$ cat src/hdl/gpio_edge_level_irq_port_core_defines.svh
// ----------------------------------------------------------------------------
// gpio port core assertion macros
// shared property forms for the concurrent checks of the port core
// ----------------------------------------------------------------------------
`ifndef GPIO_EDGE_LEVEL_IRQ_PORT_CORE_DEFINES_SVH
`define GPIO_EDGE_LEVEL_IRQ_PORT_CORE_DEFINES_SVH

// same-cycle implication, clocked on clk, off while arst_n is low
`define GPIOELI_ASSERT_NOW(label, ante, cons, msg) \
	label: assert property (@(posedge clk) disable iff (!arst_n) (ante) |-> (cons)) \
		else $error(msg);

// next-cycle implication, clocked on clk, off while arst_n is low
`define GPIOELI_ASSERT_NEXT(label, ante, cons, msg) \
	label: assert property (@(posedge clk) disable iff (!arst_n) (ante) |=> (cons)) \
		else $error(msg);

`endif

$ cat src/hdl/gpioeli_pkg.sv
`timescale 1ns / 1ps
// ----------------------------------------------------------------------------
// gpio port package
// widths, command and register codes, and the lane control bundle
// ----------------------------------------------------------------------------
package gpioeli_pkg;

	localparam int PIN_COUNT_DEF = 32;
	localparam int WORD_W        = 32;
	localparam int CNT_W         = 8;
	localparam int VEC_W         = 5;
	localparam int CMD_W         = 3;
	localparam int REG_IDX_W     = 3;

	localparam logic [WORD_W-1:0] OE_N_RST          = '1;
	localparam logic [CNT_W-1:0]  DEBOUNCE_TIME_RST = 8'd30;

	typedef enum logic [CMD_W-1:0] {
		CMD_TICK         = 3'd0,
		CMD_SET          = 3'd1,
		CMD_CLEAR        = 3'd2,
		CMD_STATUS_CLEAR = 3'd3,
		CMD_VECTOR       = 3'd4
	} cmd_t;

	typedef enum logic [REG_IDX_W-1:0] {
		REG_OUTPUT_ENABLE_N = 3'd0,
		REG_RISING_MASK     = 3'd1,
		REG_FALLING_MASK    = 3'd2,
		REG_LOW_LEVEL_MASK  = 3'd3,
		REG_HIGH_LEVEL_MASK = 3'd4,
		REG_DEBOUNCE_MASK   = 3'd5,
		REG_DEBOUNCE_TIME   = 3'd6,
		REG_IRQ_ENABLE_MASK = 3'd7
	} reg_idx_t;

	typedef struct packed {
		logic tick;
		logic debounce_en;
		logic rise_en;
		logic fall_en;
		logic low_en;
		logic high_en;
	} lane_ctrl_t;

endpackage

$ cat src/hdl/gpioeli_if.sv
`timescale 1ns / 1ps
// ----------------------------------------------------------------------------
// gpio port channels
// command channel into the core and result channel out of it
// ----------------------------------------------------------------------------
interface gpioeli_cmd_if;
	logic                               valid;
	logic                               ready;
	logic [gpioeli_pkg::CMD_W-1:0]      command;
	logic [gpioeli_pkg::WORD_W-1:0]     pin_sample;
	logic [gpioeli_pkg::WORD_W-1:0]     bit_mask;

	modport source (output valid, output command, output pin_sample, output bit_mask,
		input ready);
	modport sink (input valid, input command, input pin_sample, input bit_mask,
		output ready);
endinterface

interface gpioeli_rsp_if;
	logic                               valid;
	logic                               ready;
	logic [gpioeli_pkg::WORD_W-1:0]     data_in;
	logic [gpioeli_pkg::WORD_W-1:0]     data_out;
	logic [gpioeli_pkg::WORD_W-1:0]     pending;
	logic                               irq;
	logic [gpioeli_pkg::VEC_W-1:0]      vector_pin;
	logic                               vector_valid;

	modport source (output valid, output data_in, output data_out, output pending,
		output irq, output vector_pin, output vector_valid, input ready);
	modport sink (input valid, input data_in, input data_out, input pending,
		input irq, input vector_pin, input vector_valid, output ready);
endinterface

$ cat src/hdl/gpioeli_lane.sv
`timescale 1ns / 1ps
// ----------------------------------------------------------------------------
// gpio pin lane
// debounce filter and edge/level event detect for a single pin
// ----------------------------------------------------------------------------
module gpioeli_lane (
	input  logic                               clk,
	input  logic                               arst_n,
	input  gpioeli_pkg::lane_ctrl_t            ctrl,
	input  logic                               sample,
	input  logic [gpioeli_pkg::CNT_W-1:0]      debounce_time,
	output logic                               level,
	output logic                               level_next,
	output logic                               event_hit
);

	logic                              level_q;
	logic [gpioeli_pkg::CNT_W-1:0]     cnt_q;
	logic [gpioeli_pkg::CNT_W-1:0]     cnt_next;

	always_comb begin
		level_next = level_q;
		cnt_next   = '0;
		if (!ctrl.debounce_en) begin
			level_next = sample;
		end else if (sample != level_q) begin
			// change accepted once it has persisted debounce_time+1 ticks
			if (cnt_q >= debounce_time) begin
				level_next = sample;
			end else begin
				cnt_next = cnt_q + 1'b1;
			end
		end
	end

	assign event_hit = (!level_q && level_next && ctrl.rise_en)
		|| (level_q && !level_next && ctrl.fall_en)
		|| (!level_next && ctrl.low_en)
		|| (level_next && ctrl.high_en);

	assign level = level_q;

	always_ff @(posedge clk or negedge arst_n) begin
		if (!arst_n) begin
			level_q <= 1'b0;
			cnt_q   <= '0;
		end else if (ctrl.tick) begin
			level_q <= level_next;
			cnt_q   <= cnt_next;
		end
	end

endmodule

$ cat src/hdl/gpioeli_merge.sv
`timescale 1ns / 1ps
// ----------------------------------------------------------------------------
// gpio vector merge
// picks the lowest pending pin out of the per-lane status bits
// ----------------------------------------------------------------------------
module gpioeli_merge #(
	parameter int PIN_COUNT = gpioeli_pkg::PIN_COUNT_DEF
) (
	input  logic [PIN_COUNT-1:0]               pend,
	output logic [gpioeli_pkg::VEC_W-1:0]      vec_pin,
	output logic                               vec_found
);

	logic [PIN_COUNT-1:0] lowest;

	// isolate the lowest set bit, then encode it
	assign lowest    = pend & (~pend + 1'b1);
	assign vec_found = |pend;

	always_comb begin
		vec_pin = '0;
		for (int i = 0; i < PIN_COUNT; i++) begin
			if (lowest[i]) begin
				vec_pin = vec_pin | gpioeli_pkg::VEC_W'(i);
			end
		end
	end

endmodule

$ cat src/hdl/gpio_edge_level_irq_port_core.sv
`timescale 1ns / 1ps
// ----------------------------------------------------------------------------
// gpio port core with edge and level interrupts
// pin lanes with debounce and event detect, status, output latch and vector
// ----------------------------------------------------------------------------
// Takes one command word per clock unless stalled and returns one result
// word per command in the cycle after acceptance; a new command is taken in
// the same cycle that the previous result leaves. The pin lanes and vector
// encoder compute combinationally, so one register stage sets the rate. A tick
// command samples pin_sample through the per-pin debounce filters and sets
// status bits for enabled edges and levels; set, clear and status-clear
// commands act on bit_mask; the vector command takes the lowest pending
// enabled pin and clears its status bit. Register writes are expected only
// while no result is outstanding. Pins at or above PIN_COUNT read as zero.
`include "gpio_edge_level_irq_port_core_defines.svh"

module gpio_edge_level_irq_port_core #(
	parameter int PIN_COUNT = gpioeli_pkg::PIN_COUNT_DEF
) (
	input  logic                                clk,
	input  logic                                arst_n,
	input  logic                                cfg_wr_en,
	input  logic [gpioeli_pkg::REG_IDX_W-1:0]   cfg_index,
	input  logic [gpioeli_pkg::WORD_W-1:0]      cfg_data,
	gpioeli_cmd_if.sink                         cmd,
	gpioeli_rsp_if.source                       rsp
);

	// configuration
	logic [gpioeli_pkg::WORD_W-1:0]  oe_n_q;
	logic [PIN_COUNT-1:0]            rise_mask_q;
	logic [PIN_COUNT-1:0]            fall_mask_q;
	logic [PIN_COUNT-1:0]            low_mask_q;
	logic [PIN_COUNT-1:0]            high_mask_q;
	logic [PIN_COUNT-1:0]            debounce_mask_q;
	logic [gpioeli_pkg::CNT_W-1:0]   debounce_time_q;
	logic [PIN_COUNT-1:0]            irq_en_q;

	// state
	logic [PIN_COUNT-1:0]            latch_q;
	logic [PIN_COUNT-1:0]            status_q;

	// result register
	logic                            rsp_valid_q;
	logic [gpioeli_pkg::WORD_W-1:0]  rsp_data_in_q;
	logic [gpioeli_pkg::WORD_W-1:0]  rsp_data_out_q;
	logic [gpioeli_pkg::WORD_W-1:0]  rsp_pending_q;
	logic                            rsp_irq_q;
	logic [gpioeli_pkg::VEC_W-1:0]   rsp_vec_pin_q;
	logic                            rsp_vec_valid_q;

	logic                            cmd_acc;
	gpioeli_pkg::cmd_t               cmd_code;
	logic [PIN_COUNT-1:0]            cmd_mask;
	logic                            tick_acc;

	logic [PIN_COUNT-1:0]            levels;
	logic [PIN_COUNT-1:0]            levels_next;
	logic [PIN_COUNT-1:0]            events;
	logic [PIN_COUNT-1:0]            pend_cur;
	logic [gpioeli_pkg::VEC_W-1:0]   vec_pin;
	logic                            vec_found;

	logic [PIN_COUNT-1:0]            latch_d;
	logic [PIN_COUNT-1:0]            status_d;
	logic [PIN_COUNT-1:0]            data_in_d;
	logic [PIN_COUNT-1:0]            pend_d;
	logic [gpioeli_pkg::VEC_W-1:0]   vec_pin_d;
	logic                            vec_valid_d;

	assign cmd_acc   = cmd.valid && cmd.ready;
	assign cmd.ready = !rsp_valid_q || rsp.ready;
	assign cmd_code  = gpioeli_pkg::cmd_t'(cmd.command);
	assign cmd_mask  = cmd.bit_mask[PIN_COUNT-1:0];
	assign tick_acc  = cmd_acc && (cmd_code == gpioeli_pkg::CMD_TICK);

	// configuration write port
	always_ff @(posedge clk or negedge arst_n) begin
		if (!arst_n) begin
			oe_n_q          <= gpioeli_pkg::OE_N_RST;
			rise_mask_q     <= '0;
			fall_mask_q     <= '0;
			low_mask_q      <= '0;
			high_mask_q     <= '0;
			debounce_mask_q <= '0;
			debounce_time_q <= gpioeli_pkg::DEBOUNCE_TIME_RST;
			irq_en_q        <= '0;
		end else if (cfg_wr_en) begin
			unique case (gpioeli_pkg::reg_idx_t'(cfg_index))
				gpioeli_pkg::REG_OUTPUT_ENABLE_N: oe_n_q <= cfg_data;
				gpioeli_pkg::REG_RISING_MASK:     rise_mask_q <= cfg_data[PIN_COUNT-1:0];
				gpioeli_pkg::REG_FALLING_MASK:    fall_mask_q <= cfg_data[PIN_COUNT-1:0];
				gpioeli_pkg::REG_LOW_LEVEL_MASK:  low_mask_q <= cfg_data[PIN_COUNT-1:0];
				gpioeli_pkg::REG_HIGH_LEVEL_MASK: high_mask_q <= cfg_data[PIN_COUNT-1:0];
				gpioeli_pkg::REG_DEBOUNCE_MASK:   debounce_mask_q <= cfg_data[PIN_COUNT-1:0];
				gpioeli_pkg::REG_DEBOUNCE_TIME:
					debounce_time_q <= cfg_data[gpioeli_pkg::CNT_W-1:0];
				gpioeli_pkg::REG_IRQ_ENABLE_MASK: irq_en_q <= cfg_data[PIN_COUNT-1:0];
				default: oe_n_q <= oe_n_q;
			endcase
		end
	end

	// one lane per pin
	for (genvar g = 0; g < PIN_COUNT; g++) begin : g_lane
		gpioeli_pkg::lane_ctrl_t lane_ctrl;

		assign lane_ctrl.tick        = tick_acc;
		assign lane_ctrl.debounce_en = debounce_mask_q[g];
		assign lane_ctrl.rise_en     = rise_mask_q[g];
		assign lane_ctrl.fall_en     = fall_mask_q[g];
		assign lane_ctrl.low_en      = low_mask_q[g];
		assign lane_ctrl.high_en     = high_mask_q[g];

		gpioeli_lane u_lane (
			.clk           (clk),
			.arst_n        (arst_n),
			.ctrl          (lane_ctrl),
			.sample        (cmd.pin_sample[g]),
			.debounce_time (debounce_time_q),
			.level         (levels[g]),
			.level_next    (levels_next[g]),
			.event_hit     (events[g])
		);
	end

	assign pend_cur = status_q & irq_en_q;

	gpioeli_merge #(
		.PIN_COUNT (PIN_COUNT)
	) u_merge (
		.pend      (pend_cur),
		.vec_pin   (vec_pin),
		.vec_found (vec_found)
	);

	always_comb begin
		latch_d     = latch_q;
		status_d    = status_q;
		data_in_d   = levels;
		vec_pin_d   = '0;
		vec_valid_d = 1'b0;
		unique case (cmd_code)
			gpioeli_pkg::CMD_TICK: begin
				data_in_d = levels_next;
				status_d  = status_q | events;
			end
			gpioeli_pkg::CMD_SET: begin
				latch_d = latch_q | cmd_mask;
			end
			gpioeli_pkg::CMD_CLEAR: begin
				latch_d = latch_q & ~cmd_mask;
			end
			gpioeli_pkg::CMD_STATUS_CLEAR: begin
				status_d = status_q & ~cmd_mask;
			end
			gpioeli_pkg::CMD_VECTOR: begin
				if (vec_found) begin
					status_d    = status_q & ~(PIN_COUNT'(1) << vec_pin);
					vec_pin_d   = vec_pin;
					vec_valid_d = 1'b1;
				end
			end
			default: begin
				// unused codes leave the state alone
				latch_d = latch_q;
			end
		endcase
	end

	assign pend_d = status_d & irq_en_q;

	always_ff @(posedge clk or negedge arst_n) begin
		if (!arst_n) begin
			latch_q     <= '0;
			status_q    <= '0;
			rsp_valid_q <= 1'b0;
		end else begin
			if (cmd_acc) begin
				latch_q  <= latch_d;
				status_q <= status_d;
			end
			if (cmd_acc) begin
				rsp_valid_q <= 1'b1;
			end else if (rsp.ready) begin
				rsp_valid_q <= 1'b0;
			end
		end
	end

	always_ff @(posedge clk) begin
		if (cmd_acc) begin
			rsp_data_in_q   <= gpioeli_pkg::WORD_W'(data_in_d);
			rsp_data_out_q  <= gpioeli_pkg::WORD_W'(latch_d);
			rsp_pending_q   <= gpioeli_pkg::WORD_W'(pend_d);
			rsp_irq_q       <= |pend_d;
			rsp_vec_pin_q   <= vec_pin_d;
			rsp_vec_valid_q <= vec_valid_d;
		end
	end

	assign rsp.valid        = rsp_valid_q;
	assign rsp.data_in      = rsp_data_in_q;
	assign rsp.data_out     = rsp_data_out_q;
	assign rsp.pending      = rsp_pending_q;
	assign rsp.irq          = rsp_irq_q;
	assign rsp.vector_pin   = rsp_vec_pin_q;
	assign rsp.vector_valid = rsp_vec_valid_q;

	// direction register is held for software only
	logic oe_n_unused;
	assign oe_n_unused = ^oe_n_q;

	`GPIOELI_ASSERT_NEXT(a_word_gives_result, cmd_acc, rsp.valid, "accepted word gave no result")
	`GPIOELI_ASSERT_NOW(a_vector_cleared, rsp.valid && rsp.vector_valid, !rsp.pending[rsp.vector_pin], "taken vector still pending")
	`GPIOELI_ASSERT_NEXT(a_state_holds, !cmd_acc, $stable(status_q) && $stable(latch_q), "state moved without a word")

endmodule

$ cat src/flat_wrapper.sv
// flat-port wrapper written by rule: the top's interface ports become plain ports
module gpio_edge_level_irq_port_core_flat 
#(
	parameter int PIN_COUNT = gpioeli_pkg::PIN_COUNT_DEF
)
  (clk, arst_n, cfg_wr_en, cfg_index, cfg_data, cmd_valid, cmd_command, cmd_pin_sample, cmd_bit_mask, cmd_ready, rsp_valid, rsp_data_in, rsp_data_out, rsp_pending, rsp_irq, rsp_vector_pin, rsp_vector_valid, rsp_ready);
  gpioeli_cmd_if cmd_i ();
  gpioeli_rsp_if rsp_i ();
  input  logic clk;
  input  logic arst_n;
  input  logic cfg_wr_en;
  input  logic [gpioeli_pkg::REG_IDX_W-1:0] cfg_index;
  input  logic [gpioeli_pkg::WORD_W-1:0] cfg_data;
  input wire logic [$bits(cmd_i.valid)-1:0] cmd_valid;
  input wire logic [$bits(cmd_i.command)-1:0] cmd_command;
  input wire logic [$bits(cmd_i.pin_sample)-1:0] cmd_pin_sample;
  input wire logic [$bits(cmd_i.bit_mask)-1:0] cmd_bit_mask;
  output wire logic [$bits(cmd_i.ready)-1:0] cmd_ready;
  output wire logic [$bits(rsp_i.valid)-1:0] rsp_valid;
  output wire logic [$bits(rsp_i.data_in)-1:0] rsp_data_in;
  output wire logic [$bits(rsp_i.data_out)-1:0] rsp_data_out;
  output wire logic [$bits(rsp_i.pending)-1:0] rsp_pending;
  output wire logic [$bits(rsp_i.irq)-1:0] rsp_irq;
  output wire logic [$bits(rsp_i.vector_pin)-1:0] rsp_vector_pin;
  output wire logic [$bits(rsp_i.vector_valid)-1:0] rsp_vector_valid;
  input wire logic [$bits(rsp_i.ready)-1:0] rsp_ready;
  assign cmd_i.valid = cmd_valid;
  assign cmd_i.command = cmd_command;
  assign cmd_i.pin_sample = cmd_pin_sample;
  assign cmd_i.bit_mask = cmd_bit_mask;
  assign cmd_ready = cmd_i.ready;
  assign rsp_valid = rsp_i.valid;
  assign rsp_data_in = rsp_i.data_in;
  assign rsp_data_out = rsp_i.data_out;
  assign rsp_pending = rsp_i.pending;
  assign rsp_irq = rsp_i.irq;
  assign rsp_vector_pin = rsp_i.vector_pin;
  assign rsp_vector_valid = rsp_i.vector_valid;
  assign rsp_i.ready = rsp_ready;
  gpio_edge_level_irq_port_core #(.PIN_COUNT(PIN_COUNT)) u_core (.clk(clk), .arst_n(arst_n), .cfg_wr_en(cfg_wr_en), .cfg_index(cfg_index), .cfg_data(cfg_data), .cmd(cmd_i), .rsp(rsp_i));
endmodule
$ cat config.mk
export PLATFORM = sky130hd
export DESIGN_NAME = gpio_edge_level_irq_port_core_flat
export DESIGN_NICKNAME = d
export VERILOG_FILES = /design/src/hdl/gpioeli_pkg.sv /design/src/hdl/gpioeli_if.sv /design/src/hdl/gpioeli_lane.sv /design/src/hdl/gpioeli_merge.sv /design/src/hdl/gpio_edge_level_irq_port_core.sv /design/src/flat_wrapper.sv
export VERILOG_INCLUDE_DIRS = /design/src /design/src/hdl
export SDC_FILE = /design/constraint.sdc
export NUM_CORES = 2
export LEC_CHECK = 0
export ABC_AREA = 1
export BUFFER_PORTS_ARGS = -buffer_cell sky130_fd_sc_hd__buf_2
export CAP_MARGIN = 20
export CORE_ASPECT_RATIO = 0.5
export CORE_MARGIN = 2
export CORE_UTILIZATION = 45
export CTS_CLUSTER_DIAMETER = 200
export DETAILED_ROUTE_END_ITERATION = 8
export PLACE_DENSITY = 0.66
export SETUP_SLACK_MARGIN = 0.02
export SLEW_MARGIN = 20
export SYNTH_ARGS = -nofsm -noshare
export SYNTH_HDL_FRONTEND = slang
export SYNTH_SLANG_ARGS = --single-unit
$ cat constraint.sdc
create_clock -name clk -period 12.3 [get_ports clk]
set_input_delay 1.845 -clock clk [delete_from_list [all_inputs] [get_ports clk]]
set_output_delay 1.845 -clock clk [all_outputs]
set_load 0.02 [all_outputs]
# ---- After elaboration in Yosys (flattened, before gate mapping)
# Index checks and enable logic that the tools add are counted.
dict set report op_classes {
  n_addsub 33
  n_lt_le_gt_ge 32
  n_eq_ne 50
  n_shift 1
  mux 441
  bitwise_logic 11
  reduce_logical 367
}
# op count
set ops {}
lappend ops {{$mux W8} 194}
lappend ops {{$mux W32} 15}
lappend ops {{$add A8 B1 Y8 const B} 32}
lappend ops {{$ge A8 B8 Y1} 32}
lappend ops {{$mux W1} 198}
lappend ops {{$logic_and A1 B1 Y1} 194}
lappend ops {{$and A32 B32 Y32} 6}
lappend ops {{$logic_or A1 B1 Y1} 97}
lappend ops {{$not A32 Y32} 3}
lappend ops {{$pmux W32 S3} 1}
lappend ops {{$mux W5} 18}
lappend ops {{$logic_not A1 Y1} 65}
lappend ops {{$or A32 B32 Y32} 2}
lappend ops {{$pmux W32 S2} 1}
lappend ops {{$reduce_or A32 Y1} 2}
lappend ops {{$add A32 B1 Y32 const B} 1}
lappend ops {{$mux W4} 8}
lappend ops {{$ne A1 B1 Y1} 32}
lappend ops {{$shl A1 B5 Y32 const A} 1}
lappend ops {{$eq A3 B3 Y1 const B} 5}
lappend ops {{$ne A2 B1 Y1 const B} 7}
lappend ops {{$reduce_and A2 Y1} 7}
lappend ops {{$eq A3 B2 Y1 const B} 4}
lappend ops {{$mux W3} 4}
lappend ops {{other kinds (4)} 6}
dict set report word_totals {
  register_bits 656
  input_bits 107
}

# ---- Longest topological paths before layout
dict set report logic_depth {
  depth_word 43
  ltp_mapped 23
  mapped_depth_nobuf 23
}

# ---- Cells and area by module
# A second synthesis with hierarchy kept.
dict set report hier_totals {
  cells_unflattened 4841
  area_unflattened_um2 39766.9
}
# mod n_inst cells_per_inst area_per_inst_um2 seq_area_each_um2
set by_module_without_submodules {}
lappend by_module_without_submodules {gpioeli_lane 32 95 735.7 225.2}
lappend by_module_without_submodules {gpio_edge_level_irq_port_core 1 1613 15322.2 9729.3}
lappend by_module_without_submodules {gpioeli_merge 1 188 902.1 0.0}

# ---- Worst setup path after synthesis
# Ideal clock, no wire load.
dict set report synth_path {
  kind {input-to-reg}
  start {in rsp_ready}
  end {reg u_core.rsp_data_in_q (netlist bit u_core.rsp.data_in[0]), enable pin}
  t_arrival_ns 5.679
  required_time_ns 11.792
  setup_slack_ns 6.113
  cell_stages 6
  path_buffers 2
  path_cell_list {inv_1 nand2_1 nand2_1 clkinv_1 clkbuf_1 clkbuf_1}
}
dict set report synth_via {
  elab_chain_cells 2
}
# item line
set synth_rtl {}
lappend synth_rtl {{start: declaration} flat_wrapper.sv:26} ;# input wire logic [$bits(rsp_i.ready)-1:0] rsp_ready;
lappend synth_rtl {{$logic_or A1 B1 Y1} gpio_edge_level_irq_port_core.sv:72} ;# assign cmd.ready = !rsp_valid_q || rsp.ready;
lappend synth_rtl {{via cmd_ready} flat_wrapper.sv:18} ;# output wire logic [$bits(cmd_i.ready)-1:0] cmd_ready;
lappend synth_rtl {{$logic_and A1 B1 Y1} gpio_edge_level_irq_port_core.sv:71} ;# assign cmd_acc = cmd.valid && cmd.ready;
lappend synth_rtl {{via u_core.cmd_acc} gpio_edge_level_irq_port_core.sv:52} ;# logic cmd_acc;
lappend synth_rtl {{end signal: assignment} gpio_edge_level_irq_port_core.sv:193} ;# rsp_data_in_q <= gpioeli_pkg::WORD_W'(data_in_d);
lappend synth_rtl {{end: declaration} gpio_edge_level_irq_port_core.sv:45} ;# logic [gpioeli_pkg::WORD_W-1:0] rsp_data_in_q;
# The timed path passes the listed nets, and every way through them passes these cells.
# A chain may end at the register's enable or synchronous reset.

# ---- Worst setup path in the final report
dict set report layout_path {
  start {in cmd_command[1]}
  end {reg u_core.g_lane[27].u_lane.cnt_q[0] (netlist name)}
}
dict set report layout_via {
  elab_chain_cells 2
}
# item line
set layout_rtl {}
lappend layout_rtl {{start: declaration} flat_wrapper.sv:15} ;# input wire logic [$bits(cmd_i.command)-1:0] cmd_command;
lappend layout_rtl {{$logic_not A3 Y1} gpio_edge_level_irq_port_core.sv:75} ;# assign tick_acc = cmd_acc && (cmd_code == gpioeli_pkg::CMD_TICK);
lappend layout_rtl {{$logic_and A1 B1 Y1} gpio_edge_level_irq_port_core.sv:75}
lappend layout_rtl {{end signal: assignment} gpioeli_lane.sv:49} ;# cnt_q <= cnt_next;
lappend layout_rtl {{end: declaration} gpioeli_lane.sv:18} ;# logic [gpioeli_pkg::CNT_W-1:0] cnt_q;
# No other way between the ends.

==> insert_results.sql <==
INSERT INTO impl_metrics (metric_group, metric, value, unit) VALUES
('cells_and_area', 'area_delta_synth_final', '12.2', '%'),
('clocking', 'cts_hold_repair.buffers', '0', ''),
('power_and_ir_drop', 'overall_power_of_the_completed_layout', '7.60', 'mW'),
('timing', 'final.min_clock_period', '4.91', 'ns'),
('yosys', 'synth_edf_count', '103', ''),
('clocking', 'cts_max_level', '3', ''),
('outcome', 'run_status', 'finished clean', ''),
('power_and_ir_drop', 'max-vdd-ir-drop', '0.0958', 'mV'),
('yosys', 'share_of_async_settable_or_async_resettable_flops_after_synthesis', '84.3', '%'),
('power_and_ir_drop', 'cellPowerDensity', '175', 'mW/mm^2'),
('setup_path', 'setup.worst_path.start_class', 'input port', ''),
('min_path', 'hold_path.class', 'flip-flop to flip-flop', ''),
('global_routing', 'first_global_vias', '32500', ''),
('global_routing', 'grt_pass1_wl', '175000', 'um'),
('power_and_ir_drop', 'power_frac_comb', '31.7', '%'),
('flow_run', 'max_cap_viol_count', '0', ''),
('clocking', 'cts_buffers', '67', ''),
('global_routing', 'grt_util_all_layers', '24.7', '%'),
('yosys', 'synthesis.area', '0.0388', 'mm^2'),
('global_routing', 'grt_antenna_before_repair', '4', ''),
('routing', 'initialDrtViolationCount', '2913', ''),
('setup_path', 'worstPathMaxFanout', '54', ''),
('yosys', 'synth_fp_nets', '5177', ''),
('clocking', 'cts.sink_count', '656', ''),
('timing', 'maximum_clock_frequency', '204', 'MHz'),
('clocking', 'worst_setup_hold_path_clk_slew', '0.06', 'ns'),
('yosys', 'synth.yosys.warnings', '0', ''),
('power_and_ir_drop', 'p_leak', '21.3', 'nW'),
('yosys', 'synth.distinct_cells', '49', ''),
('floorplan', 'ios', '212', ''),
('timing', 'tightestPinTransition', '1.20', 'ns'),
('floorplan', 'placement_rows', '76', ''),
('routing', 'ant_nets', '0', ''),
('min_path', 'worst_hold_startpoint', 'u_core.latch_q[6]', ''),
('timing', 'rsz0062_at_grt', 'no', ''),
('routing', 'drt_drc_violations_left', '0', ''),
('power_and_ir_drop', 'cell_internal_pwr', '4.81', 'mW'),
('yosys', 'ys_ff_latch', '656', ''),
('yosys', 'synthesis.instances', '4782', ''),
('place', 'io_buffers', '211', ''),
('floorplan', 'coreArea', '0.0858', 'mm^2'),
('routing', 'routed_wirelength', '110000', 'um'),
('clocking', 'cts.path.max_buffers', '3', ''),
('timing', 'total_negative_slack', '0', 'ns'),
('floorplan', 'floorplan.initialDensity', '45.2', '%'),
('clocking', 'post_cts.repair.setup_buffers', '0', ''),
('place', 'place_ws', '6.81', 'ns'),
('routing', 'routed_vias', '33500', ''),
('place', 'gp_congestion', '0.917', ''),
('yosys', 'synth_area_per_cell', '8.11', 'um^2'),
('routing', 'route.detailed.vias_per_inst', '5.40', ''),
('power_and_ir_drop', 'power.sequential.fraction', '39.3', '%'),
('cells_and_area', 'layout-drive-gt1-share', '7.90', '%'),
('timing', 'timing.final.hold_violations', '0', ''),
('yosys', 'seq_area_frac_synth', '43.7', '%'),
('timing', 'timing.slew.headroom', '20.2', '%'),
('setup_path', 'critical_path_arrival', '5.44', 'ns'),
('clocking', 'cts_resized', '0', ''),
('setup_path', 'required_arrival_time_at_the_worst_endpoint', '12.84', 'ns'),
('power_and_ir_drop', 'power.clock.fraction', '29.0', '%'),
('routing', 'routed_wire_length_per_instance', '17.8', 'um'),
('yosys', 'synthDominantAreaCellType', 'sky130_fd_sc_hd__dfrtp_1', ''),
('setup_path', 'timing.setup.critical_path_class', 'input port to flip-flop', ''),
('clocking', 'cts_tree', 'built', ''),
('yosys', 'synth_area_leaders', 'sky130_fd_sc_hd__dfrtp_1 (35%), sky130_fd_sc_hd__nand2_1 (11%), sky130_fd_sc_hd__ha_1 (9.3%), sky130_fd_sc_hd__edfxtp_1 (8.0%), sky130_fd_sc_hd__inv_1 (6.8%)', ''),
('clocking', 'latest_clock_arrival_within_the_worst_skew_pair', '0.63', 'ns'),
('timing', 'finalCritPeriodShare', '39.9', '%'),
('place', 'post-dp-hpwl', '75700', 'um'),
('yosys', 'synth_top_area_share', '35.4', '%'),
('yosys', 'ys_flop_type', 'sky130_fd_sc_hd__dfrtp_1', ''),
('floorplan', 'design.die.area', '0.0887', 'mm^2');
## metal layers
layer | vias up | share of wire (%) | track usage [%]
met1 | 16000 | 44 | 32.8
met5 | - | 0 | 0
met2 | 920 | 48 | 42.2
met3 | 220 | 5.3 | 3.12
met4 | 0 | 3.0 | 8.05
li1 | 16300 | - | -
## through the flow
stage | std cells | area, um^2 | utilization, % | hold WS, ns
after global routing | 6198 | 43500 | 50.7 | 0.492
final | 6199 | 43500 | 50.8 | 0.474
after global placement | 6078 | 41200 | 48.0 | 0.455
after floorplan | 4782 | 38800 | - | 0.443
after detailed placement | 6078 | 41200 | 48.0 | 0.459
after CTS | 6196 | 43500 | 50.7 | 0.477
## power groups by stage
stage	Clock [mW]	Sequential, mW	Combinational [mW]
floorplan	0	2.97	1.68
finish	2.20	2.99	2.41
global route	2.31	3.04	2.76
detailed placement	0	3.01	2.37
global placement	0	3.00	2.28
CTS	2.23	2.98	2.39
## final timing paths
check	slack (ns)	endpoint	cells past startpoint
min reg2reg	0.47	u_core.latch_q[6]	2
max in group asynchronous	8.72	u_core.g_lane[27].u_lane.cnt_q[6]	4
max	7.39	u_core.g_lane[27].u_lane.cnt_q[0]	11
min	0.47	u_core.latch_q[6]	2
max reg2reg	8.56	u_core.rsp.irq	21
min in group asynchronous	1.09	u_core.g_lane[12].u_lane.cnt_q[5]	1
## flip-flops by register name (all words and copies together), names as in the netlist
| name | flops |
|---|---|
| u_core.debounce_mask_q | 32 |
| u_core.debounce_time_q | 8 |
| u_core.fall_mask_q | 32 |
| u_core.g_lane.u_lane.cnt_q | 256 |
| u_core.g_lane.u_lane.level | 32 |
| u_core.high_mask_q | 32 |
| u_core.irq_en_q | 32 |
| u_core.latch_q | 32 |
| u_core.low_mask_q | 32 |
| u_core.rise_mask_q | 32 |
| u_core.rsp.data_in | 32 |
| u_core.rsp.data_out | 32 |
| u_core.rsp.irq | 1 |
| u_core.rsp.pending | 32 |
| u_core.rsp.valid | 1 |
| u_core.rsp.vector_pin | 5 |
| u_core.rsp.vector_valid | 1 |
| u_core.status_q | 32 |
## critical path, cell delays in order
cell and delay [ns]:
sky130_fd_sc_hd__buf_2 0.11, sky130_fd_sc_hd__nor2_1 0.25, sky130_fd_sc_hd__inv_2 0.10, sky130_fd_sc_hd__nor2_4 0.44
sky130_fd_sc_hd__inv_2 0.12, sky130_fd_sc_hd__nor2_4 0.68, sky130_fd_sc_hd__inv_2 0.47, sky130_fd_sc_hd__buf_4 0.53
sky130_fd_sc_hd__nor2_1 0.19, sky130_fd_sc_hd__nand4_1 0.36, sky130_fd_sc_hd__o21ai_1 0.28
## layout make-up
cell class	instances	area, um^2	share of cell area (%)
tap	1170	1460	3.36
sequential	656	16900	38.9
timing repair buffer	240	1340	3.08
inverter	714	2690	6.17
clock inverter	19	319	0.733
clock buffer	99	1990	4.58
multi-input combinational	3299	18800	43.2
antenna	2	5.00	0.0115
## cell families (layout without fill, tap and decap cells)
| logic type | after synthesis | after routing | synth area share, % |
|---|---|---|---|
| XOR/XNOR | 209 | 209 | 4.72 |
| buffers and inverters | 827 | 1072 | 8.02 |
| AND/OR/NAND/NOR | 1843 | 1843 | 20.3 |
| AO/OA/AOI/OAI | 959 | 959 | 14.0 |
| other | 0 | 2 | 0 |
| flip-flops | 656 | 656 | 43.7 |
| adder cells (fa/ha/maj) | 288 | 288 | 9.29 |
## cell usage in the layout (no fill, tap or decap), types with 10 or more instances in the layout
cell                        instances
sky130_fd_sc_hd__nand2_1         1111
sky130_fd_sc_hd__inv_1            699
sky130_fd_sc_hd__dfrtp_1          548
sky130_fd_sc_hd__o21ai_0          438
sky130_fd_sc_hd__ha_1             288
sky130_fd_sc_hd__nand3_1          247
sky130_fd_sc_hd__buf_2            210
sky130_fd_sc_hd__nor2_1           204
sky130_fd_sc_hd__o22ai_1          194
sky130_fd_sc_hd__a21oi_1          164
sky130_fd_sc_hd__xor2_1           154
sky130_fd_sc_hd__nor3_1           126
sky130_fd_sc_hd__edfxtp_1         103
sky130_fd_sc_hd__nand4_1           96
sky130_fd_sc_hd__clkbuf_16         72
sky130_fd_sc_hd__a21o_1            59
sky130_fd_sc_hd__xnor2_1           55
sky130_fd_sc_hd__buf_4             25
sky130_fd_sc_hd__a21boi_0          22
sky130_fd_sc_hd__clkbuf_1          18
sky130_fd_sc_hd__inv_2             14
sky130_fd_sc_hd__nand3b_1          13
sky130_fd_sc_hd__o21ai_1           13
sky130_fd_sc_hd__a311oi_1          12
sky130_fd_sc_hd__o21a_1            12
sky130_fd_sc_hd__nand2_2           11
sky130_fd_sc_hd__o31ai_1           11
sky130_fd_sc_hd__a31oi_1           10
(Power assumes the default switching activity.)
